File: src/rtl/core/lpr_pkg.sv
package lpr_pkg;

  localparam int COORD_BITS  = 12;
  localparam int ERR_BITS    = COORD_BITS + 2;
  localparam int COLOR_BITS  = 4;
  localparam int QUEUE_DEPTH = 2;
  localparam int PTR_BITS    = $clog2(QUEUE_DEPTH);
  localparam int CNT_BITS    = $clog2(QUEUE_DEPTH + 1);

  typedef logic signed [COORD_BITS-1:0] coord_t;
  typedef logic [COORD_BITS-1:0]        span_t;
  typedef logic [ERR_BITS-1:0]          err_t;
  typedef logic [COLOR_BITS-1:0]        color_t;

  typedef enum logic {
    ACT_LOAD = 1'b0,
    ACT_STEP = 1'b1
  } action_e;

  // classified request as it travels from front to back
  typedef struct packed {
    action_e action;
    coord_t  start_x;
    coord_t  start_y;
    coord_t  end_x;
    coord_t  end_y;
    span_t   span_x;
    span_t   span_y;
    logic    dir_x;
    logic    dir_y;
    color_t  color;
  } cmd_t;

endpackage

File: src/rtl/core/line_pixel_rasterizer.sv
// Line rasterizer with one pixel per clock while the pixel sink does not stall. A load
// request (action 0) gives start point, end point and color; it yields the end pixel right
// away, flagged last when the line has zero length. Each step request (action 1) yields the
// next pixel of the walk from the start point toward the end point along the major axis,
// the one before the end point flagged last; steps with no line in progress yield nothing,
// and a load drops any line in progress. Requests are taken one per clock while the queue
// has room; the front classifies each accepted request into a two-entry queue, and the back
// handles it in its step unit (one compare and two parallel adds), then one output register.
module line_pixel_rasterizer
  import lpr_pkg::*;
(
  input  logic   clk_i,
  input  logic   rst_ni,
  // request channel
  input  logic   in_valid_i,
  output logic   in_stall_o,
  input  logic   action_i,
  input  coord_t start_x_i,
  input  coord_t start_y_i,
  input  coord_t end_x_i,
  input  coord_t end_y_i,
  input  color_t color_i,
  // pixel channel
  output logic   out_valid_o,
  input  logic   out_stall_i,
  output coord_t pixel_x_o,
  output coord_t pixel_y_o,
  output color_t pixel_color_o,
  output logic   last_o
);

  cmd_t front_cmd;   // classified request, spans and directions worked out
  cmd_t queue_cmd;   // head of the queue
  logic queue_full;
  logic queue_valid;
  logic queue_pop;

  // front: spans, step directions, request kind
  lpr_front u_front (
    .action_i  (action_i),
    .start_x_i (start_x_i),
    .start_y_i (start_y_i),
    .end_x_i   (end_x_i),
    .end_y_i   (end_y_i),
    .color_i   (color_i),
    .cmd_o     (front_cmd)
  );

  // short queue so a stalled pixel sink does not stall requests at once
  lpr_queue u_queue (
    .clk_i   (clk_i),
    .rst_ni  (rst_ni),
    .push_i  (in_valid_i),
    .cmd_i   (front_cmd),
    .full_o  (queue_full),
    .pop_i   (queue_pop),
    .valid_o (queue_valid),
    .cmd_o   (queue_cmd)
  );

  // request accepted whenever the queue has room
  assign in_stall_o = queue_full;

  // back: walk state, error accumulator and output register
  lpr_back u_back (
    .clk_i         (clk_i),
    .rst_ni        (rst_ni),
    .q_valid_i     (queue_valid),
    .q_cmd_i       (queue_cmd),
    .q_pop_o       (queue_pop),
    .out_valid_o   (out_valid_o),
    .out_stall_i   (out_stall_i),
    .pixel_x_o     (pixel_x_o),
    .pixel_y_o     (pixel_y_o),
    .pixel_color_o (pixel_color_o),
    .last_o        (last_o)
  );

endmodule

File: src/rtl/core/lpr_front.sv
module lpr_front
  import lpr_pkg::*;
(
  input  logic   action_i,
  input  coord_t start_x_i,
  input  coord_t start_y_i,
  input  coord_t end_x_i,
  input  coord_t end_y_i,
  input  color_t color_i,
  output cmd_t   cmd_o
);

  logic [COORD_BITS:0] diff_x;
  logic [COORD_BITS:0] diff_y;
  logic [COORD_BITS:0] neg_x;
  logic [COORD_BITS:0] neg_y;
  logic                dir_x;
  logic                dir_y;

  // sign-extended deltas, one bit wider than a coordinate
  assign diff_x = {end_x_i[COORD_BITS-1], end_x_i} - {start_x_i[COORD_BITS-1], start_x_i};
  assign diff_y = {end_y_i[COORD_BITS-1], end_y_i} - {start_y_i[COORD_BITS-1], start_y_i};
  assign neg_x  = -diff_x;
  assign neg_y  = -diff_y;

  // equal coordinates count as stepping toward smaller values
  assign dir_x = !(start_x_i < end_x_i);
  assign dir_y = !(start_y_i < end_y_i);

  always_comb begin
    cmd_o.action  = action_e'(action_i);
    cmd_o.start_x = start_x_i;
    cmd_o.start_y = start_y_i;
    cmd_o.end_x   = end_x_i;
    cmd_o.end_y   = end_y_i;
    cmd_o.span_x  = dir_x ? neg_x[COORD_BITS-1:0] : diff_x[COORD_BITS-1:0];
    cmd_o.span_y  = dir_y ? neg_y[COORD_BITS-1:0] : diff_y[COORD_BITS-1:0];
    cmd_o.dir_x   = dir_x;
    cmd_o.dir_y   = dir_y;
    cmd_o.color   = color_i;
  end

endmodule

File: src/rtl/core/lpr_queue.sv
module lpr_queue
  import lpr_pkg::*;
(
  input  logic clk_i,
  input  logic rst_ni,
  input  logic push_i,
  input  cmd_t cmd_i,
  output logic full_o,
  input  logic pop_i,
  output logic valid_o,
  output cmd_t cmd_o
);

  cmd_t                mem_q [QUEUE_DEPTH];
  logic [PTR_BITS-1:0] wr_ptr_q, wr_ptr_d;
  logic [PTR_BITS-1:0] rd_ptr_q, rd_ptr_d;
  logic [CNT_BITS-1:0] count_q, count_d;
  logic                do_push;
  logic                do_pop;

  assign full_o  = (count_q == CNT_BITS'(QUEUE_DEPTH));
  assign valid_o = (count_q != '0);
  assign cmd_o   = mem_q[rd_ptr_q];
  assign do_push = push_i && !full_o;
  assign do_pop  = pop_i && valid_o;

  always_comb begin
    wr_ptr_d = wr_ptr_q;
    rd_ptr_d = rd_ptr_q;
    count_d  = count_q;
    if (do_push) begin
      wr_ptr_d = (wr_ptr_q == PTR_BITS'(QUEUE_DEPTH - 1)) ? '0 : wr_ptr_q + PTR_BITS'(1);
    end
    if (do_pop) begin
      rd_ptr_d = (rd_ptr_q == PTR_BITS'(QUEUE_DEPTH - 1)) ? '0 : rd_ptr_q + PTR_BITS'(1);
    end
    unique case ({do_push, do_pop})
      2'b10:   count_d = count_q + CNT_BITS'(1);
      2'b01:   count_d = count_q - CNT_BITS'(1);
      default: count_d = count_q;
    endcase
  end

  always_ff @(posedge clk_i or negedge rst_ni) begin
    if (!rst_ni) begin
      wr_ptr_q <= '0;
      rd_ptr_q <= '0;
      count_q  <= '0;
    end else begin
      wr_ptr_q <= wr_ptr_d;
      rd_ptr_q <= rd_ptr_d;
      count_q  <= count_d;
    end
  end

  always_ff @(posedge clk_i) begin
    if (do_push) begin
      mem_q[wr_ptr_q] <= cmd_i;
    end
  end

endmodule

File: src/rtl/core/lpr_back.sv
module lpr_back
  import lpr_pkg::*;
(
  input  logic   clk_i,
  input  logic   rst_ni,
  input  logic   q_valid_i,
  input  cmd_t   q_cmd_i,
  output logic   q_pop_o,
  output logic   out_valid_o,
  input  logic   out_stall_i,
  output coord_t pixel_x_o,
  output coord_t pixel_y_o,
  output color_t pixel_color_o,
  output logic   last_o
);

  // walk state
  coord_t                pos_x_q, pos_x_d;
  coord_t                pos_y_q, pos_y_d;
  coord_t                stop_x_q, stop_x_d;
  coord_t                stop_y_q, stop_y_d;
  err_t                  err_q, err_d;
  span_t                 thresh_q, thresh_d;
  logic [COORD_BITS:0]   inc_q, inc_d;
  logic                  dir_x_q, dir_x_d;
  logic                  dir_y_q, dir_y_d;
  logic                  x_major_q, x_major_d;
  logic                  busy_q, busy_d;
  color_t                pen_q, pen_d;

  // output register
  logic                  out_valid_q, out_valid_d;
  coord_t                out_x_q, out_x_d;
  coord_t                out_y_q, out_y_d;
  color_t                out_color_q, out_color_d;
  logic                  out_last_q, out_last_d;

  logic                  adv;
  logic                  pop;
  logic                  emit;
  logic                  ld_x_major;
  logic                  ld_busy;
  span_t                 ld_minor;
  logic                  err_hit;
  coord_t                step_x;
  coord_t                step_y;
  logic                  step_done;

  assign adv     = !out_valid_q || !out_stall_i;
  assign pop     = q_valid_i && adv;
  assign q_pop_o = pop;

  // load: ties walk along y
  assign ld_x_major = q_cmd_i.span_x > q_cmd_i.span_y;
  assign ld_busy    = (q_cmd_i.span_x != '0) || (q_cmd_i.span_y != '0);
  assign ld_minor   = ld_x_major ? q_cmd_i.span_y : q_cmd_i.span_x;

  // step: err + minor + 1 >= major + 1 reduces to err >= major - minor
  assign err_hit   = (err_q >= ERR_BITS'(thresh_q));
  assign step_x    = dir_x_q ? pos_x_q - coord_t'(1) : pos_x_q + coord_t'(1);
  assign step_y    = dir_y_q ? pos_y_q - coord_t'(1) : pos_y_q + coord_t'(1);
  assign step_done = x_major_q ? (step_x == stop_x_q) : (step_y == stop_y_q);

  always_comb begin
    pos_x_d     = pos_x_q;
    pos_y_d     = pos_y_q;
    stop_x_d    = stop_x_q;
    stop_y_d    = stop_y_q;
    err_d       = err_q;
    thresh_d    = thresh_q;
    inc_d       = inc_q;
    dir_x_d     = dir_x_q;
    dir_y_d     = dir_y_q;
    x_major_d   = x_major_q;
    busy_d      = busy_q;
    pen_d       = pen_q;
    emit        = 1'b0;
    out_x_d     = out_x_q;
    out_y_d     = out_y_q;
    out_color_d = out_color_q;
    out_last_d  = out_last_q;
    if (pop) begin
      unique case (q_cmd_i.action)
        ACT_LOAD: begin
          pos_x_d     = q_cmd_i.start_x;
          pos_y_d     = q_cmd_i.start_y;
          stop_x_d    = q_cmd_i.end_x;
          stop_y_d    = q_cmd_i.end_y;
          err_d       = '0;
          thresh_d    = ld_x_major ? q_cmd_i.span_x - q_cmd_i.span_y
                                   : q_cmd_i.span_y - q_cmd_i.span_x;
          inc_d       = {1'b0, ld_minor} + (COORD_BITS+1)'(1);
          dir_x_d     = q_cmd_i.dir_x;
          dir_y_d     = q_cmd_i.dir_y;
          x_major_d   = ld_x_major;
          busy_d      = ld_busy;
          pen_d       = q_cmd_i.color;
          emit        = 1'b1;
          out_x_d     = q_cmd_i.end_x;
          out_y_d     = q_cmd_i.end_y;
          out_color_d = q_cmd_i.color;
          out_last_d  = !ld_busy;
        end
        ACT_STEP: begin
          if (busy_q) begin
            err_d       = err_hit ? err_q - ERR_BITS'(thresh_q) : err_q + ERR_BITS'(inc_q);
            pos_x_d     = (x_major_q || err_hit) ? step_x : pos_x_q;
            pos_y_d     = (!x_major_q || err_hit) ? step_y : pos_y_q;
            busy_d      = !step_done;
            emit        = 1'b1;
            out_x_d     = pos_x_q;
            out_y_d     = pos_y_q;
            out_color_d = pen_q;
            out_last_d  = step_done;
          end
        end
        default: begin
          emit = 1'b0;
        end
      endcase
    end
    out_valid_d = adv ? emit : out_valid_q;
  end

  always_ff @(posedge clk_i or negedge rst_ni) begin
    if (!rst_ni) begin
      busy_q      <= 1'b0;
      out_valid_q <= 1'b0;
      pos_x_q     <= '0;
      pos_y_q     <= '0;
      stop_x_q    <= '0;
      stop_y_q    <= '0;
      err_q       <= '0;
      thresh_q    <= '0;
      inc_q       <= '0;
      dir_x_q     <= 1'b0;
      dir_y_q     <= 1'b0;
      x_major_q   <= 1'b0;
      pen_q       <= '0;
    end else begin
      busy_q      <= busy_d;
      out_valid_q <= out_valid_d;
      pos_x_q     <= pos_x_d;
      pos_y_q     <= pos_y_d;
      stop_x_q    <= stop_x_d;
      stop_y_q    <= stop_y_d;
      err_q       <= err_d;
      thresh_q    <= thresh_d;
      inc_q       <= inc_d;
      dir_x_q     <= dir_x_d;
      dir_y_q     <= dir_y_d;
      x_major_q   <= x_major_d;
      pen_q       <= pen_d;
    end
  end

  always_ff @(posedge clk_i) begin
    out_x_q     <= out_x_d;
    out_y_q     <= out_y_d;
    out_color_q <= out_color_d;
    out_last_q  <= out_last_d;
  end

  assign out_valid_o   = out_valid_q;
  assign pixel_x_o     = out_x_q;
  assign pixel_y_o     = out_y_q;
  assign pixel_color_o = out_color_q;
  assign last_o        = out_last_q;

  // accumulator stays below major + 1 while walking
  a_err_bound: assert property (@(posedge clk_i) disable iff (!rst_ni)
    busy_q |-> (err_q < (ERR_BITS'(thresh_q) + ERR_BITS'(inc_q))))
    else $error("error accumulator out of range");

  // a dropped step leaves the output register empty
  a_drop_empty: assert property (@(posedge clk_i) disable iff (!rst_ni)
    (pop && !emit) |=> !out_valid_q)
    else $error("dropped step left a result");

  // the final step of a walk ends the line
  a_done_idle: assert property (@(posedge clk_i) disable iff (!rst_ni)
    (pop && busy_q && (q_cmd_i.action == ACT_STEP) && step_done) |=> (!busy_q && out_last_q))
    else $error("walk did not end on last pixel");

endmodule
File: config.mk
export PLATFORM = sky130hd
export DESIGN_NAME = line_pixel_rasterizer
export DESIGN_NICKNAME = d
export VERILOG_FILES = /design/src/rtl/core/lpr_pkg.sv /design/src/rtl/core/line_pixel_rasterizer.sv /design/src/rtl/core/lpr_front.sv /design/src/rtl/core/lpr_queue.sv /design/src/rtl/core/lpr_back.sv
export SDC_FILE = /design/constraint.sdc
export NUM_CORES = 1
export LEC_CHECK = 0
export BUFFER_PORTS_ARGS = -buffer_cell sky130_fd_sc_hd__buf_4
export CORE_ASPECT_RATIO = 1.4
export CORE_MARGIN = 2
export CORE_UTILIZATION = 58
export CTS_CLUSTER_DIAMETER = 200
export DETAILED_ROUTE_END_ITERATION = 8
export GPL_TIMING_DRIVEN = 0
export PLACE_DENSITY = 0.76
export REMOVE_ABC_BUFFERS = 1
export SLEW_MARGIN = 20
export SYNTH_ARGS = -nofsm -noshare
export SYNTH_HDL_FRONTEND = slang
export SYNTH_SLANG_ARGS = --single-unit
export TNS_END_PERCENT = 1
File: constraint.sdc
create_clock -name clk_i -period 5.8 [get_ports clk_i]
set_input_delay 1.16 -clock clk_i [delete_from_list [all_inputs] [get_ports clk_i]]
set_output_delay 1.16 -clock clk_i [all_outputs]
set_load 0.005 [all_outputs]
# After elaboration in Yosys (flattened, before gate mapping)
# Memory sizes are Yosys's and may differ from the RTL's.
# Index checks and enable logic that the tools add are counted.
dict set report word_totals {
  output_inout_bits 31
  mem_bits_rw 158
  memories 1
  inputBits 57
  word_cells 108
  ff_bits 129
}
dict set report op_classes {
  n_lt_le_gt_ge 4
  mux 34
  bitwise 1
  add_sub_neg 17
  n_reduce_logical 23
  n_eq_ne 8
}
# memory depth width rd rd_ports_with_merged_regs write_ports line
set memory_table {}
lappend memory_table {u_queue.mem_q 2 79 1 0 1 lpr_queue.sv:14} ;# cmd_t mem_q [QUEUE_DEPTH];
# cell n
set ops {}
lappend ops {{two-way mux 12 bit} 12}
lappend ops {{one-hot mux 12 bit (2 select lines)} 4}
lappend ops {{subtractor 12 bit} 4}
lappend ops {{two-way mux 14 bit} 2}
lappend ops {{one-hot mux 14 bit (2 select lines)} 1}
lappend ops {{adder 12 x 2 -> 12 bit, second input constant} 2}
lappend ops {{equality test 12 bit} 2}
lappend ops {{< comparator 12 bit} 2}
lappend ops {{negation 12 bit} 2}
lappend ops {{nonzero test 12 bit} 2}
lappend ops {{subtractor 12 x 2 -> 12 bit, second input constant} 2}
lappend ops {{adder 14 x 13 -> 14 bit} 1}
lappend ops {{greater-or-equal comparator 14 x 12 -> 1 bit} 1}
lappend ops {{subtractor 14 x 12 -> 14 bit} 1}
lappend ops {{adder 12 x 1 -> 13 bit, second input constant} 1}
lappend ops {{> comparator 12 bit} 1}
lappend ops {{two-way mux 1 bit} 9}
lappend ops {{zero test 1 bit} 8}
lappend ops {{one-hot mux 4 bit (2 select lines)} 1}
lappend ops {{!= test 2 bit, second input constant} 3}
lappend ops {{one-hot mux 1 bit (2 select lines)} 3}
lappend ops {{AND reduction 3 bit} 2}
lappend ops {{equality test 2 bit, second input constant} 2}
lappend ops {{logical OR 1 bit} 4}
lappend ops {{other kinds (10)} 15}

# Longest topological paths before layout
# Gate-level depths: netlist of the first run.
dict set report logic_depth {
  depth_word 7
  depth_mapped 21
}

# Hierarchy
# Synthesis of the first run repeated with hierarchy kept, for this count alone.
dict set report unflattened {
  hier_cells 1643
  hier_area_um2 17714.5
}
# mod cells_per_inst area_per_inst_um2 instances
set by_module_without_submodules {}
lappend by_module_without_submodules {lpr_back 1080 9359.0 1}
lappend by_module_without_submodules {lpr_queue 264 6231.0 1}
lappend by_module_without_submodules {lpr_front 299 2124.5 1}

# Worst setup path after synthesis of the first run
# No wires, ideal clock.
dict set report synth_timing {
  path_kind {input-to-reg}
  from {input port in_valid_i}
  to {memory u_queue.mem_q[0][0] (netlist name) (enable)}
  setup_ns 0.517
  cell_stages 2
  path_slack_ns 0.734
  t_arrival_ns 4.549
  path_buffers 0
  cell_sequence {nand2_1 > nor2_1}
}
dict set report synth_via {
  elab_chain_cells 3
}
# element line
set synth_rtl {}
lappend synth_rtl {{start: declaration} line_pixel_rasterizer.sv:15} ;# input logic in_valid_i,
lappend synth_rtl {{logical AND 1 bit} lpr_queue.sv:24} ;# assign do_push = push_i && !full_o;
lappend synth_rtl {{two-way mux 1 bit} lpr_queue.sv:57} ;# if (do_push) begin
lappend synth_rtl {{two-way mux 1 bit (implied by the code)} lpr_queue.sv:58} ;# mem_q[wr_ptr_q] <= cmd_i;
lappend synth_rtl {{end: declaration} lpr_queue.sv:14}
# No other way between the ends.

# Final worst setup path of the first run
dict set report layout_timing {
  from {register u_queue.rd_ptr_q}
  to {register u_back.inc_q[10]}
}
dict set report layout_via {
  elab_chain_cells 4
  elab_cells_between_ends 6
  classes_between {add/sub (1); order compare (1); mux (1); bitwise (1); reduce/logical (1); memory (1)}
}
# element line
set layout_rtl {}
lappend layout_rtl {{start: declaration} lpr_queue.sv:16} ;# logic [PTR_BITS-1:0] rd_ptr_q, rd_ptr_d;
lappend layout_rtl {{start signal: assignment} lpr_queue.sv:51} ;# rd_ptr_q <= rd_ptr_d;
lappend layout_rtl {{memory (2 x 79 bit) *} n/a}
lappend layout_rtl {{> comparator 12 bit} lpr_back.sv:54} ;# assign ld_x_major = q_cmd_i.span_x > q_cmd_i.span_y;
lappend layout_rtl {{two-way mux 12 bit} lpr_back.sv:56} ;# assign ld_minor = ld_x_major ? q_cmd_i.span_y : q_cmd_i.span_x;
lappend layout_rtl {{adder 12 x 1 -> 13 bit} lpr_back.sv:92} ;# inc_d = {1'b0, ld_minor} + (COORD_BITS+1)'(1);
lappend layout_rtl {{end signal: assignment} lpr_back.sv:149} ;# inc_q <= inc_d;
lappend layout_rtl {{end: declaration} lpr_back.sv:24} ;# logic [COORD_BITS:0] inc_q, inc_d;
# Mark *: on every way between the ends. The rest lies on a longest branch, timed or not.
# A chain may end at the register's enable or synchronous reset.

==> metrics.log, run 1 <==
INFO  metric min-delay-start = u_back.thresh_q[7]
INFO  metric cp_max_fo = 31
INFO  metric timing.max_cap.violations = 0
INFO  metric timing.final.crit_share = 95.0%
INFO  metric synth_cells = 1524
INFO  metric irDropWorstVdd = 0.470 mV
INFO  metric final_antenna_net_count = 0
INFO  metric reg_top3 = u_queue.mem_q: 158 flops, u_back.err_q: 14 flops, u_back.inc_q: 13 flops
INFO  metric final_hold_viol_count = 0
INFO  metric timing.hold.worst_endpoint = u_back.thresh_q[7]
INFO  metric post_cts_hold_buffer_count = 0
INFO  metric setup.worst_path.class = reg2reg
INFO  metric rows = 72
INFO  metric clk_latency = 0.56 ns
INFO  metric drive_gt1_share = 11.0%
INFO  metric worst_path_max_delay_cell = sky130_fd_sc_hd__dfrtp_4
INFO  metric synth_most_common_cell = sky130_fd_sc_hd__edfxtp_1
INFO  metric grt_max_degree = 101
INFO  metric synth.ff_latch_count = 287
INFO  metric cts_tree = done
INFO  metric std_cell_core_area = 0.0276 mm^2
INFO  metric ys_top_cells_by_area = sky130_fd_sc_hd__edfxtp_1 (35%), sky130_fd_sc_hd__dfrtp_1 (15%), sky130_fd_sc_hd__ha_1 (7.4%)
INFO  metric hold-worst-slack = 0.485 ns
INFO  metric top_level_ports = 88
INFO  metric max-clock-path-buffers = 3
INFO  metric place.gp.congestion = 0.905
INFO  metric yosys_warnings = 0
INFO  metric largest_reg_flops = 158
INFO  metric cts_inserted_buffers = 27
INFO  metric cp-start-kind = flop
INFO  metric dp_hpwl = 25.5 mm
INFO  metric wl = 35.6 mm
INFO  metric finalClockSkew = 0.0198 ns
INFO  metric gr-total-overflow = 0
INFO  metric timing.fmax = 181 MHz
INFO  metric cts_num_sinks = 287
INFO  metric final-setup-viol-count = 0
INFO  metric r2r-start = u_queue.rd_ptr_q
INFO  metric result_of_the_run = finished, final reports clean
INFO  metric total_routing_usage_reported_by_global_routing = 24.4%
INFO  metric ys_dominant_reg_cell = sky130_fd_sc_hd__edfxtp_1
INFO  metric final_util = 66.3%
INFO  metric relative_slew_margins = 35.0%
INFO  metric r2r_slack = 0.29 ns
INFO  metric fin_crit = 5.51 ns
INFO  metric critical_path.endpoint_type = flop
INFO  metric initialDrtViolationCount = 738
INFO  metric floorplan.initialDensity = 58.9%
INFO  metric number_of_nets_in_the_layout = 1761
INFO  metric r2r_end = u_back.inc_q[10]
INFO  metric max_stage_delay = 0.73 ns
INFO  metric rsz0062_at_grt = no
INFO  metric arrival = 5.94 ns
INFO  metric die_h = 202 um
INFO  metric io_buffer_count = 87
INFO  metric clk_pin_slew = 0.06 ns
INFO  metric worst_r2r_path_depth = 16
INFO  metric worst_setup_margin = 0.287 ns
INFO  metric detail_route.vias_per_cell = 5.84
INFO  metric area_growth_syn_to_layout = 12.6%
INFO  metric syn_area_per_cell = 10.6 um^2
INFO  metric worstHoldPathType = reg2reg
INFO  metric fp.dieW = 145 um
INFO  metric synthArstFlopShare = 34.8%
INFO  metric final_cell_count_no_fill = 1991
INFO  metric tightestPinTransition = 0.974 ns
INFO  metric critical_path.cell_chain = buf_12 > buf_12 > mux2i_1 > inv_1 > ha_1 > fa_1 > nand3b_1 > a211oi_2 > a2111o_2 > nand2_4 > a21oi_1 > ha_1 > a21boi_1 > a21boi_0 > xnor2_1 > o21ai_0
INFO  metric area_share_of_the_largest_cell_type_after_synthesis = 34.6%
INFO  metric first_pass_iters = 5
INFO  metric drc = 0
INFO  metric netlist-cell-type-count = 80
INFO  metric whs_path_depth = 2
INFO  metric number_of_enable_type_register_cells_in_the_synthesized_netlist = 187
INFO  metric clock-root-buffer = sky130_fd_sc_hd__clkbuf_16
INFO  metric number_of_global_route_vias_before_repair = 11.8k
INFO  metric cp.required = 6.23 ns
INFO  metric via_count = 11.6k
INFO  metric powerDensity = 636 mW/mm^2
INFO  metric netlist_area = 0.0162 mm^2
INFO  metric cts-htree-levels = 1
INFO  metric place_worst_setup_slack = 0.0527 ns
INFO  metric wire_length_of_the_first_global_routing_pass = 57.9 mm
INFO  metric ys_top_cells_by_count = sky130_fd_sc_hd__edfxtp_1 (187), sky130_fd_sc_hd__nand2_1 (183), sky130_fd_sc_hd__o21ai_0 (154), sky130_fd_sc_hd__dfrtp_1 (100), sky130_fd_sc_hd__ha_1 (96)
INFO  metric final-max-slew-violation-count = 0
INFO  metric grt_antenna_before_repair = 0
INFO  metric full_die_area = 0.0294 mm^2
INFO  metric wl_per_cell = 17.9 um
INFO  metric largest_register = u_queue.mem_q
INFO  metric synth_largest_area_cell = sky130_fd_sc_hd__edfxtp_1
INFO  metric p_leak = 7.67 nW
INFO  metric synth_seq_area_share = 50.0%
INFO  metric num_antenna_cells = 0
INFO  metric numPlacedInstances = 1940
per-stage QoR:
step | TNS (ns) | total power [W] | area [um^2]
floorplan | -12.09 | 0.00815 | 16000
global placement | -552.44 | 0.00965 | 17100
detailed placement | 0 | 0.00989 | 17400
CTS | 0 | 0.0116 | 18300
global route | 0 | 0.0125 | 18300
finish | 0 | 0.0116 | 18300
final cells by class:
class | count | area, um^2
inverters | 87 | 327
fillers | 2199 | 9290
multi-input cells | 1096 | 7610
repair buffers | 101 | 916
flip-flops and latches | 287 | 8120
well taps | 370 | 463
clock buffers | 39 | 752
clock inverters | 11 | 87.6
worst max path at each step:
stage                        end  slack, ns              from  depth (start not counted)
2_1_floorplan   u_back.inc_q[10]      -0.78  u_queue.rd_ptr_q                         14
3_3_place_gp   u_back.pos_x_q[3]      -5.15  u_queue.rd_ptr_q                          5
3_5_place_dp    u_back.inc_q[10]       0.05  u_queue.rd_ptr_q                         16
4_1_cts         u_back.inc_q[10]       0.03  u_queue.rd_ptr_q                         15
5_1_grt         u_back.inc_q[10]       0.04  u_queue.rd_ptr_q                         16
6_report        u_back.inc_q[10]       0.29  u_queue.rd_ptr_q                         16
report_power, final:
group          internal [W]  switching [W]  total [W]  leakage, nW
Sequential          0.00307       0.000455    0.00352         3.00
Combinational       0.00266        0.00376    0.00642         4.27
Clock              0.000947       0.000742    0.00169        0.400
Total               0.00667        0.00495     0.0116         7.67
cells by family (layout without fill, tap and decap cells):
kind of cell,count (synthesis),in the layout,share of synthesized area (%)
xor+xnor,122,122,6.84
fa+ha+maj,104,104,8.39
compound gates,361,361,13.6
buf+inv,142,238,3.54
simple gates,418,419,11.9
mux,90,90,5.67
flops,287,287,50.0
cells in the final DEF (no fill, tap or decap), types with 5 or more instances in the layout:
master,n
sky130_fd_sc_hd__inv_1,85
sky130_fd_sc_hd__and3_1,8
sky130_fd_sc_hd__a21oi_1,77
sky130_fd_sc_hd__mux2i_1,78
sky130_fd_sc_hd__dfrtp_1,99
sky130_fd_sc_hd__clkbuf_16,28
sky130_fd_sc_hd__o21ai_0,154
sky130_fd_sc_hd__ha_1,96
sky130_fd_sc_hd__nor2_1,82
sky130_fd_sc_hd__nor3_1,30
sky130_fd_sc_hd__fa_1,8
sky130_fd_sc_hd__buf_4,87
sky130_fd_sc_hd__xor2_1,38
sky130_fd_sc_hd__mux2_2,7
sky130_fd_sc_hd__and2_1,8
sky130_fd_sc_hd__nor2b_1,10
sky130_fd_sc_hd__a211oi_1,9
sky130_fd_sc_hd__o31ai_1,6
sky130_fd_sc_hd__o21bai_1,11
sky130_fd_sc_hd__o22ai_1,6
sky130_fd_sc_hd__o21ai_1,5
sky130_fd_sc_hd__or4_1,7
sky130_fd_sc_hd__o21a_1,5
sky130_fd_sc_hd__buf_12,6
sky130_fd_sc_hd__nand3_1,21
sky130_fd_sc_hd__a21o_1,23
sky130_fd_sc_hd__nand4_1,18
sky130_fd_sc_hd__nor4_1,6
sky130_fd_sc_hd__clkbuf_1,10
sky130_fd_sc_hd__a41oi_1,5
sky130_fd_sc_hd__o211ai_1,5
sky130_fd_sc_hd__nand2_1,182
sky130_fd_sc_hd__a31oi_1,8
sky130_fd_sc_hd__nand2b_1,10
sky130_fd_sc_hd__xnor2_1,81
sky130_fd_sc_hd__or3_1,16
sky130_fd_sc_hd__edfxtp_1,187
worst max-delay path: cells and delay by family, from the launching register on:
kind / cells / cell delay [ns]
XOR/XNOR: 1 / 0.16
adder cells (fa/ha/maj): 3 / 0.96
multiplexers: 1 / 0.52
AND/OR/NAND/NOR: 2 / 0.47
flip-flops: 1 / 0.73
AO/OA/AOI/OAI: 6 / 1.77
buffers and inverters: 3 / 0.72
routing by layer:
metal | global-route usage, % | up-vias | wire (um)
li1 | - | 5644 | -
met1 | 29.2 | 5565 | 14300
met2 | 44.5 | 323 | 18600
met3 | 3.05 | 87 | 1590
met4 | 9.66 | 0 | 1150
met5 | 0 | - | 0
timing repair:
action                                  CTS  global route
setup buffers                             0             0
gates resized for setup                   0             3
endpoints found under the setup margin    0             3
Note: power is estimated with default switching activity, not from simulation.
==> run 2: changes to the inputs <==
Settings changed: SYNTH_HIERARCHICAL set to 1.
==> metrics.log, run 2 <==
INFO  metric p_leak = 8.29 nW (+8.1%)
INFO  metric max-clock-path-buffers = 3 (unchanged)
INFO  metric wire_length_of_the_first_global_routing_pass = 61.7 mm (+6.6%)
INFO  metric worstHoldPathType = reg2reg
INFO  metric detail_route.vias_per_cell = 5.80 (-0.56%)
INFO  metric gr-total-overflow = 0 (unchanged)
INFO  metric syn_area_per_cell = 10.8 um^2 (+1.3%)
INFO  metric final_common_cell = sky130_fd_sc_hd__nand2_1
INFO  metric largest_register = u_queue/mem_q
INFO  metric global_route.usage.met3 = 2.59% (-0.46 points)
INFO  metric yosys_warnings = 6 (+6)
INFO  metric final_util = 64.6% (-1.7 points)
INFO  metric critical-path-top-delay-family = compound AO/OA/AOI/OAI gates
INFO  metric netSwitchingPower = 0.00518 W (+4.5%)
INFO  metric num_antenna_cells = 0 (unchanged)
INFO  metric wl = 38.2 mm (+7.4%)
INFO  metric irDropWorstVdd = 0.346 mV (-26%)
INFO  metric std_cell_core_area = 0.0300 mm^2 (+8.9%)
INFO  metric share_seq_of_total_power = 28.4% (-1.9 points)
INFO  metric comb_power_share = 57.6% (+2.4 points)
INFO  metric top_level_ports = 88 (unchanged)
INFO  metric ys_dominant_reg_cell = sky130_fd_sc_hd__edfxtp_1
INFO  metric cts_inserted_buffers = 28 (+3.7%)
INFO  metric via_count = 12.0k (+3.2%)
INFO  metric first_pass_iters = 5 (unchanged)
INFO  metric clk_latency = 0.56 ns (about the same)
INFO  metric finalClockSkew = 0.0175 ns (-0.00232 ns)
INFO  metric timing.fmax = 191 MHz (+5.1%)
INFO  metric synth_most_common_cell = sky130_fd_sc_hd__nand2_1
INFO  metric internal-power = 0.00720 W (+7.9%)
INFO  metric hold-worst-slack = 0.473 ns (-0.0116 ns)
INFO  metric setup.worst_path.class = reg2reg
INFO  metric full_die_area = 0.0320 mm^2 (+8.9%)
INFO  metric grt_antenna_before_repair = 0 (unchanged)
INFO  metric synth_seq_area_share = 45.8% (-4.2 points)
INFO  metric netlist_area = 0.0177 mm^2 (+9.2%)
INFO  metric power.clock.fraction = 14.0% (-0.5 points)
INFO  metric arrival = 5.72 ns (-0.22 ns)
INFO  metric relative_slew_margins = 29.4% (-5.6 points)
INFO  metric number_of_enable_type_register_cells_in_the_synthesized_netlist = 187 (unchanged)
INFO  metric rows = 75 (+4.2%)
INFO  metric cts-htree-levels = 1 (unchanged)
INFO  metric synth_cells = 1643 (+7.8%)
INFO  metric totalPowerFinal = 0.0124 W (+6.5%)
INFO  metric largest_reg_flops = 158 (unchanged)
INFO  metric floorplan.initialDensity = 59.0% (+0.12 points)
INFO  metric fin_crit = 5.24 ns (-0.268 ns)
INFO  metric result_of_the_run = finished, final reports clean
INFO  metric clock-root-buffer = sky130_fd_sc_hd__clkbuf_16
INFO  metric final_cell_area = 0.0194 mm^2 (+6.1%)
INFO  metric area_share_of_the_largest_cell_type_after_synthesis = 31.7% (-2.9 points)
INFO  metric critical_path.cell_chain = buf_16 > buf_16 > mux2_4 > ha_1 > nand4_1 > a21oi_1 > o211ai_1 > a21oi_4 > nand2_1 > o21ai_0 > ha_1 > nand2_1 > o311ai_0 > o311ai_0 > o21ai_0
INFO  metric dp_hpwl = 28.3 mm (+11%)
INFO  metric worst_path_max_delay_cell = sky130_fd_sc_hd__dfrtp_4
INFO  metric power.switching_fraction = 41.8% (-0.76 points)
INFO  metric wl_per_cell = 18.5 um (+3.5%)
INFO  metric post_cts_hold_buffer_count = 0 (unchanged)
INFO  metric grt_most_used_layer = met2
INFO  metric number_of_nets_in_the_layout = 1820 (+3.4%)
INFO  metric ys_top_cells_by_area = sky130_fd_sc_hd__edfxtp_1 (32%), sky130_fd_sc_hd__dfrtp_1 (14%), sky130_fd_sc_hd__ha_1 (6.8%)
INFO  metric reg_top3 = u_queue/mem_q: 158 flops, u_back/err_q: 14 flops, u_back/inc_q: 13 flops
INFO  metric total_routing_usage_reported_by_global_routing = 24.3% (-0.026 points)
INFO  metric post_cts_buffers = 0 (unchanged)
INFO  metric initialDrtViolationCount = 678 (-8.1%)
INFO  metric timing.final.crit_share = 90.4% (-4.6 points)
INFO  metric final_hold_viol_count = 0 (unchanged)
INFO  metric critical_path.endpoint_type = flop
INFO  metric netlist-cell-type-count = 93 (+16%)
INFO  metric synthArstFlopShare = 34.8% (unchanged)
INFO  metric die_h = 211 um (+4.4%)
INFO  metric area_growth_syn_to_layout = 9.49%
INFO  metric cp.required = 6.27 ns (+0.04 ns)
INFO  metric max_stage_delay = 0.69 ns (-0.04 ns)
INFO  metric synth_largest_area_cell = sky130_fd_sc_hd__edfxtp_1
INFO  metric post_cts_resize_count = 0 (unchanged)
INFO  metric number_of_global_route_vias_before_repair = 12.3k (+4.1%)
INFO  metric final_antenna_net_count = 0 (unchanged)
INFO  metric tightestPinTransition = 1.05 ns (+0.0751 ns)
INFO  metric most_frequent_cells_in_the_layout = sky130_fd_sc_hd__nand2_1 (219), sky130_fd_sc_hd__edfxtp_1 (187), sky130_fd_sc_hd__o21ai_0 (107)
INFO  metric cp_max_fo = 32 (+3.2%)
INFO  metric ys_top_cells_by_count = sky130_fd_sc_hd__nand2_1 (220), sky130_fd_sc_hd__edfxtp_1 (187), sky130_fd_sc_hd__o21ai_0 (108), sky130_fd_sc_hd__dfrtp_1 (100), sky130_fd_sc_hd__xnor2_1 (100)
INFO  metric clk_pin_slew = 0.06 ns (about the same)
INFO  metric timing.max_cap.violations = 0 (unchanged)
INFO  metric worst_setup_margin = 0.555 ns (+0.268 ns)
INFO  metric place.gp.congestion = 0.930 (+2.9%)
INFO  metric place_worst_setup_slack = 0.560 ns (+0.507 ns)
INFO  metric final-setup-viol-count = 0 (unchanged)
INFO  metric synth.ff_latch_count = 287 (unchanged)
INFO  metric cp-start-kind = flop
INFO  metric drive_gt1_share = 16.9% (+5.9 points)
INFO  metric grt_use_met1 = 29.5% (+0.34 points)
INFO  metric final-max-slew-violation-count = 0 (unchanged)
INFO  metric powerDensity = 638 mW/mm^2 (+0.29%)
INFO  metric grt_max_degree = 101 (unchanged)
INFO  metric drc = 0 (unchanged)
INFO  metric cts_num_sinks = 287 (unchanged)
INFO  metric rsz0062_at_grt = no
INFO  metric cts_tree = done
INFO  metric crit_buf_inv = 2 (-1)
INFO  metric postPlaceCellArea = 0.0185 mm^2 (+6.2%)
INFO  metric io_buffer_count = 87 (unchanged)
INFO  metric gr-usage-met2 = 44.3% (-0.28 points)
INFO  metric fp.dieW = 152 um (+4.4%)
[run 2: cell types whose count changed after synthesis, moves of 11 or more]
cell / delta
sky130_fd_sc_hd__mux2i_1: -54
sky130_fd_sc_hd__xor2_1: -13
sky130_fd_sc_hd__o21ai_0: -46
sky130_fd_sc_hd__mux2_2: +18
sky130_fd_sc_hd__xnor2_1: +19
sky130_fd_sc_hd__mux2_4: +77
sky130_fd_sc_hd__a21o_1: +11
sky130_fd_sc_hd__inv_1: +13
sky130_fd_sc_hd__nor3_1: -14
sky130_fd_sc_hd__nand2_1: +37
sky130_fd_sc_hd__buf_4: +51
sky130_fd_sc_hd__nor4_1: +13
sky130_fd_sc_hd__nor2_1: -14
[run 2: routing by layer]
layer	vias to the layer above	wire, um
met2	274	19800
met5	-	0
met3	68	1460
met4	0	1230
met1	5796	15700
li1	5851	-
[run 2: per-stage QoR]
step | setup TNS (ns) | std cells
global route | 0 | 2066
global placement | -428.43 | 2000
floorplan | -26.43 | 1528
CTS | 0 | 2065
finish | 0 | 2066
detailed placement | 0 | 2013
[run 2: power by group through the flow]
stage / sequential (W) / combinational, W / clock [W]
6_report: 0.00351 / 0.00712 / 0.00174
5_1_grt: 0.00360 / 0.00788 / 0.00185
4_1_cts: 0.00352 / 0.00713 / 0.00177
3_3_place_gp: 0.00368 / 0.00666 / 0
3_5_place_dp: 0.00355 / 0.00710 / 0
2_1_floorplan: 0.00354 / 0.00518 / 0
[run 2: layout make-up]
type / count / area (um^2)
Clock buffer: 43 / 782
Clock inverter: 9 / 85.1
Fill cell: 2340 / 10600
Inverter: 101 / 379
Multi-Input combinational cell: 1140 / 8570
Sequential cell: 287 / 8120
Tap cell: 385 / 482
Timing Repair Buffer: 101 / 976
[run 2: worst reg2reg max path, stage by stage (launching register included)]
cell                       delay, ns
sky130_fd_sc_hd__dfrtp_4        0.69
sky130_fd_sc_hd__buf_16         0.30
sky130_fd_sc_hd__buf_16         0.30
sky130_fd_sc_hd__mux2_4         0.39
sky130_fd_sc_hd__ha_1           0.46
sky130_fd_sc_hd__nand4_1        0.26
sky130_fd_sc_hd__a21oi_1        0.32
sky130_fd_sc_hd__o211ai_1       0.20
sky130_fd_sc_hd__a21oi_4        0.69
sky130_fd_sc_hd__nand2_1        0.12
sky130_fd_sc_hd__o21ai_0        0.15
sky130_fd_sc_hd__ha_1           0.43
sky130_fd_sc_hd__nand2_1        0.15
sky130_fd_sc_hd__o311ai_0       0.29
sky130_fd_sc_hd__o311ai_0       0.24
sky130_fd_sc_hd__o21ai_0        0.19
[run 2: path summary, 6_finish.rpt]
path,from,to,slack [ns],cells after the start
worst max register to register,u_queue/rd_ptr_q,u_back/inc_q[8],0.56,15
max in group asynchronous,rst_ni,u_back/pos_x_q[2],4.62,2
worst max-delay path,u_queue/rd_ptr_q,u_back/inc_q[8],0.56,15
worst min register to register,u_back/pen_q[0],u_back/pen_q[0],0.47,2
min in group asynchronous,rst_ni,u_back/out_valid_o,0.48,1
worst min-delay path,u_back/pen_q[0],u_back/pen_q[0],0.47,2
[run 2: cells by family (layout without fill, tap and decap cells)]
kind of cell / Yosys count / after routing / synth area share (%)
adders and majority gates: 104 / 104 / 7.68
AOI/OAI and AO/OA: 330 / 330 / 12.3
and+or+nand+nor: 448 / 448 / 11.7
muxes: 131 / 131 / 9.82
buffers and inverters: 216 / 254 / 6.19
DFF: 287 / 287 / 45.8
xor gates and xnor gates: 127 / 127 / 6.43
==> run 3: changes to the inputs <==
Settings changed: CORE_UTILIZATION 58 to 40, PLACE_DENSITY 0.76 to unset.
==> metrics.log, run 3 (synthesis gave the netlist of run 2 again) <==
INFO  metric final.fill_count = 3994 (+71%)
INFO  metric reg_top3 = u_queue/mem_q: 158 flops, u_back/err_q: 14 flops, u_back/inc_q: 13 flops
INFO  metric clock-root-buffer = sky130_fd_sc_hd__clkbuf_16
INFO  metric rsz0062_at_grt = no
INFO  metric setup_total_negative_slack = 0 ns (unchanged)
INFO  metric full_die_area = 0.0460 mm^2 (+44%)
INFO  metric p_leak = 8.35 nW (+0.80%)
INFO  metric fp.dieW = 182 um (+20%)
INFO  metric number_of_global_route_vias_before_repair = 12.1k (-1.2%)
INFO  metric irDropWorstVdd = 0.290 mV (-16%)
INFO  metric setup.worst_path.class = reg2reg
INFO  metric detail_route.vias_per_cell = 5.33 (-8.2%)
INFO  metric cts_inserted_buffers = 28 (unchanged)
INFO  metric timing.final.crit_share = 93.3% (+2.8 points)
INFO  metric grt_most_used_layer = met2
INFO  metric post_cts_hold_buffer_count = 0 (unchanged)
INFO  metric powerDensity = 641 mW/mm^2 (+0.48%)
INFO  metric top_level_ports = 88 (unchanged)
INFO  metric critical_path.endpoint_type = flop
INFO  metric total_routing_usage_reported_by_global_routing = 17.7% (-6.7 points)
INFO  metric cts_num_sinks = 287 (unchanged)
INFO  metric postPlaceCellArea = 0.0187 mm^2 (+1.2%)
INFO  metric rows = 91 (+21%)
INFO  metric grt_use_met1 = 20.7% (-8.8 points)
INFO  metric wire_length_of_the_first_global_routing_pass = 64.8 mm (+5.0%)
INFO  metric place.gp.congestion = 0.894 (-4.0%)
INFO  metric final_common_cell = sky130_fd_sc_hd__nand2_1
INFO  metric post_cts_buffers = 0 (unchanged)
INFO  metric grt_antenna_before_repair = 0 (unchanged)
INFO  metric io_buffer_count = 87 (unchanged)
INFO  metric finalClockSkew = 0.0214 ns (+0.00396 ns)
INFO  metric grt_max_degree = 68 (-33%)
INFO  metric worst_setup_margin = 0.390 ns (-0.165 ns)
INFO  metric largest_register = u_queue/mem_q
INFO  metric timing.max_cap.violations = 0 (unchanged)
INFO  metric gr-total-overflow = 0 (unchanged)
INFO  metric most_frequent_cells_in_the_layout = sky130_fd_sc_hd__nand2_1 (219), sky130_fd_sc_hd__edfxtp_1 (187), sky130_fd_sc_hd__o21ai_0 (107)
INFO  metric fin_crit = 5.41 ns (+0.165 ns)
INFO  metric number_of_nets_in_the_layout = 1819 (-0.055%)
INFO  metric cts-htree-levels = 1 (unchanged)
INFO  metric worstHoldPathType = reg2reg
INFO  metric cp-start-kind = flop
INFO  metric final-setup-viol-count = 0 (unchanged)
INFO  metric die_h = 253 um (+20%)
INFO  metric drive_gt1_share = 17.3% (+0.44 points)
INFO  metric relative_slew_margins = 29.9% (+0.44 points)
INFO  metric via_count = 11.9k (-0.57%)
INFO  metric cp.required = 6.29 ns (+0.02 ns)
INFO  metric wl = 40.7 mm (+6.6%)
INFO  metric final-max-slew-violation-count = 0 (unchanged)
INFO  metric global_route.usage.met3 = 1.83% (-0.77 points)
INFO  metric regArea = 0.00812 mm^2 (unchanged)
INFO  metric tightestPinTransition = 1.03 ns (-0.0242 ns)
INFO  metric max-clock-path-buffers = 3 (unchanged)
INFO  metric floorplan.initialDensity = 40.4% (-19 points)
INFO  metric post_cts_resize_count = 0 (unchanged)
INFO  metric first_pass_iters = 5 (unchanged)
INFO  metric place_worst_setup_slack = 0.444 ns (-0.115 ns)
INFO  metric largest_reg_flops = 158 (unchanged)
INFO  metric dp_hpwl = 29.7 mm (+4.9%)
INFO  metric result_of_the_run = finished, final reports clean
INFO  metric cts_tree = done
INFO  metric num_antenna_cells = 0 (unchanged)
INFO  metric clk_pin_slew = 0.07 ns (about the same)
INFO  metric cp_max_fo = 37 (+16%)
INFO  metric initialDrtViolationCount = 685 (+1.0%)
INFO  metric clk_latency = 0.57 ns (about the same)
INFO  metric final_hold_viol_count = 0 (unchanged)
INFO  metric combined_area_of_the_multi_input_logic_cells = 0.00857 mm^2 (unchanged)
INFO  metric drc = 0 (unchanged)
INFO  metric gr-usage-met2 = 32.9% (-11 points)
INFO  metric final_antenna_net_count = 0 (unchanged)
INFO  metric area_growth_syn_to_layout = 11.3%
INFO  metric final_cell_area = 0.0197 mm^2 (+1.7%)
INFO  metric wl_per_cell = 18.2 um (-1.6%)
INFO  metric timing.fmax = 185 MHz (-3.1%)
INFO  metric std_cell_core_area = 0.0438 mm^2 (+46%)
INFO  metric arrival = 5.90 ns (+0.18 ns)
-- run 3: cell types whose count changed in the layout (fill, tap and decap cells not counted) --
cell                         change
sky130_fd_sc_hd__clkinvlp_4      -2
sky130_fd_sc_hd__buf_8           +1
sky130_fd_sc_hd__clkinv_2        +2
sky130_fd_sc_hd__clkbuf_16       -1
sky130_fd_sc_hd__clkbuf_8        +4
sky130_fd_sc_hd__buf_6           -1
sky130_fd_sc_hd__clkinv_8        +1
sky130_fd_sc_hd__buf_16          -1
sky130_fd_sc_hd__clkinv_1        +2
sky130_fd_sc_hd__clkbuf_4        -1
sky130_fd_sc_hd__bufinv_16       +4
sky130_fd_sc_hd__clkinv_4        +1
sky130_fd_sc_hd__clkbuf_1       -11
-- run 3: routing by layer --
metal / vias up / part of all wire (%)
met3: 65 / 3.2
met1: 5780 / 41
met5: - / 0
met2: 230 / 52
met4: 0 / 3.5
li1: 5846 / -
-- run 3: path summary, 6_finish.rpt --
kind / cells after the start / from / slack, ns / end
max: 16 / u_queue/rd_ptr_q / 0.39 / u_back/inc_q[8]
min: 2 / u_back/pen_q[0] / 0.48 / u_back/pen_q[0]
max reg2reg: 16 / u_queue/rd_ptr_q / 0.39 / u_back/inc_q[8]
min reg2reg: 2 / u_back/pen_q[0] / 0.48 / u_back/pen_q[0]
max in group asynchronous: 2 / rst_ni / 4.58 / u_queue/rd_ptr_q
min in group asynchronous: 1 / rst_ni / 0.52 / u_back/pen_q[2]
-- run 3: critical path: stages, from the launching register on --
cell,delay (ns)
sky130_fd_sc_hd__dfrtp_4,0.73
sky130_fd_sc_hd__buf_16,0.32
sky130_fd_sc_hd__buf_12,0.27
sky130_fd_sc_hd__mux2_4,0.36
sky130_fd_sc_hd__ha_1,0.43
sky130_fd_sc_hd__nand4_1,0.27
sky130_fd_sc_hd__a21oi_1,0.32
sky130_fd_sc_hd__o211ai_1,0.20
sky130_fd_sc_hd__a21oi_4,0.56
sky130_fd_sc_hd__buf_16,0.25
sky130_fd_sc_hd__nand2_1,0.06
sky130_fd_sc_hd__o21ai_0,0.13
sky130_fd_sc_hd__ha_1,0.41
sky130_fd_sc_hd__nand2_1,0.14
sky130_fd_sc_hd__o311ai_0,0.32
sky130_fd_sc_hd__o311ai_0,0.25
sky130_fd_sc_hd__o21ai_0,0.21
-- run 3: final cells by class --
| type | instances | share of cell area [%] |
|---|---|---|
| clock buffer | 34 | 3.87 |
| clock inverter | 17 | 1.18 |
| inverter | 101 | 1.92 |
| multi-input combinational | 1140 | 43.5 |
| sequential | 287 | 41.2 |
| tap | 558 | 3.54 |
| timing repair buffer | 100 | 4.83 |
-- run 3: per-stage QoR --
stage,cells,total power (W),util [%],hold slack (ns)
after floorplan,1528,0.00873,-,0.440
after global placement,2173,0.0105,41.9,0.458
after detailed placement,2186,0.0107,42.7,0.469
after CTS,2237,0.0127,45.0,0.485
after global routing,2237,0.0136,45.0,0.507
final,2237,0.0126,45.0,0.478
-- run 3: power by group --
part	switching [W]	total (W)	internal, W
registers	0.000443	0.00351	0.00307
clock network	0.000805	0.00197	0.00116
logic	0.00403	0.00716	0.00314
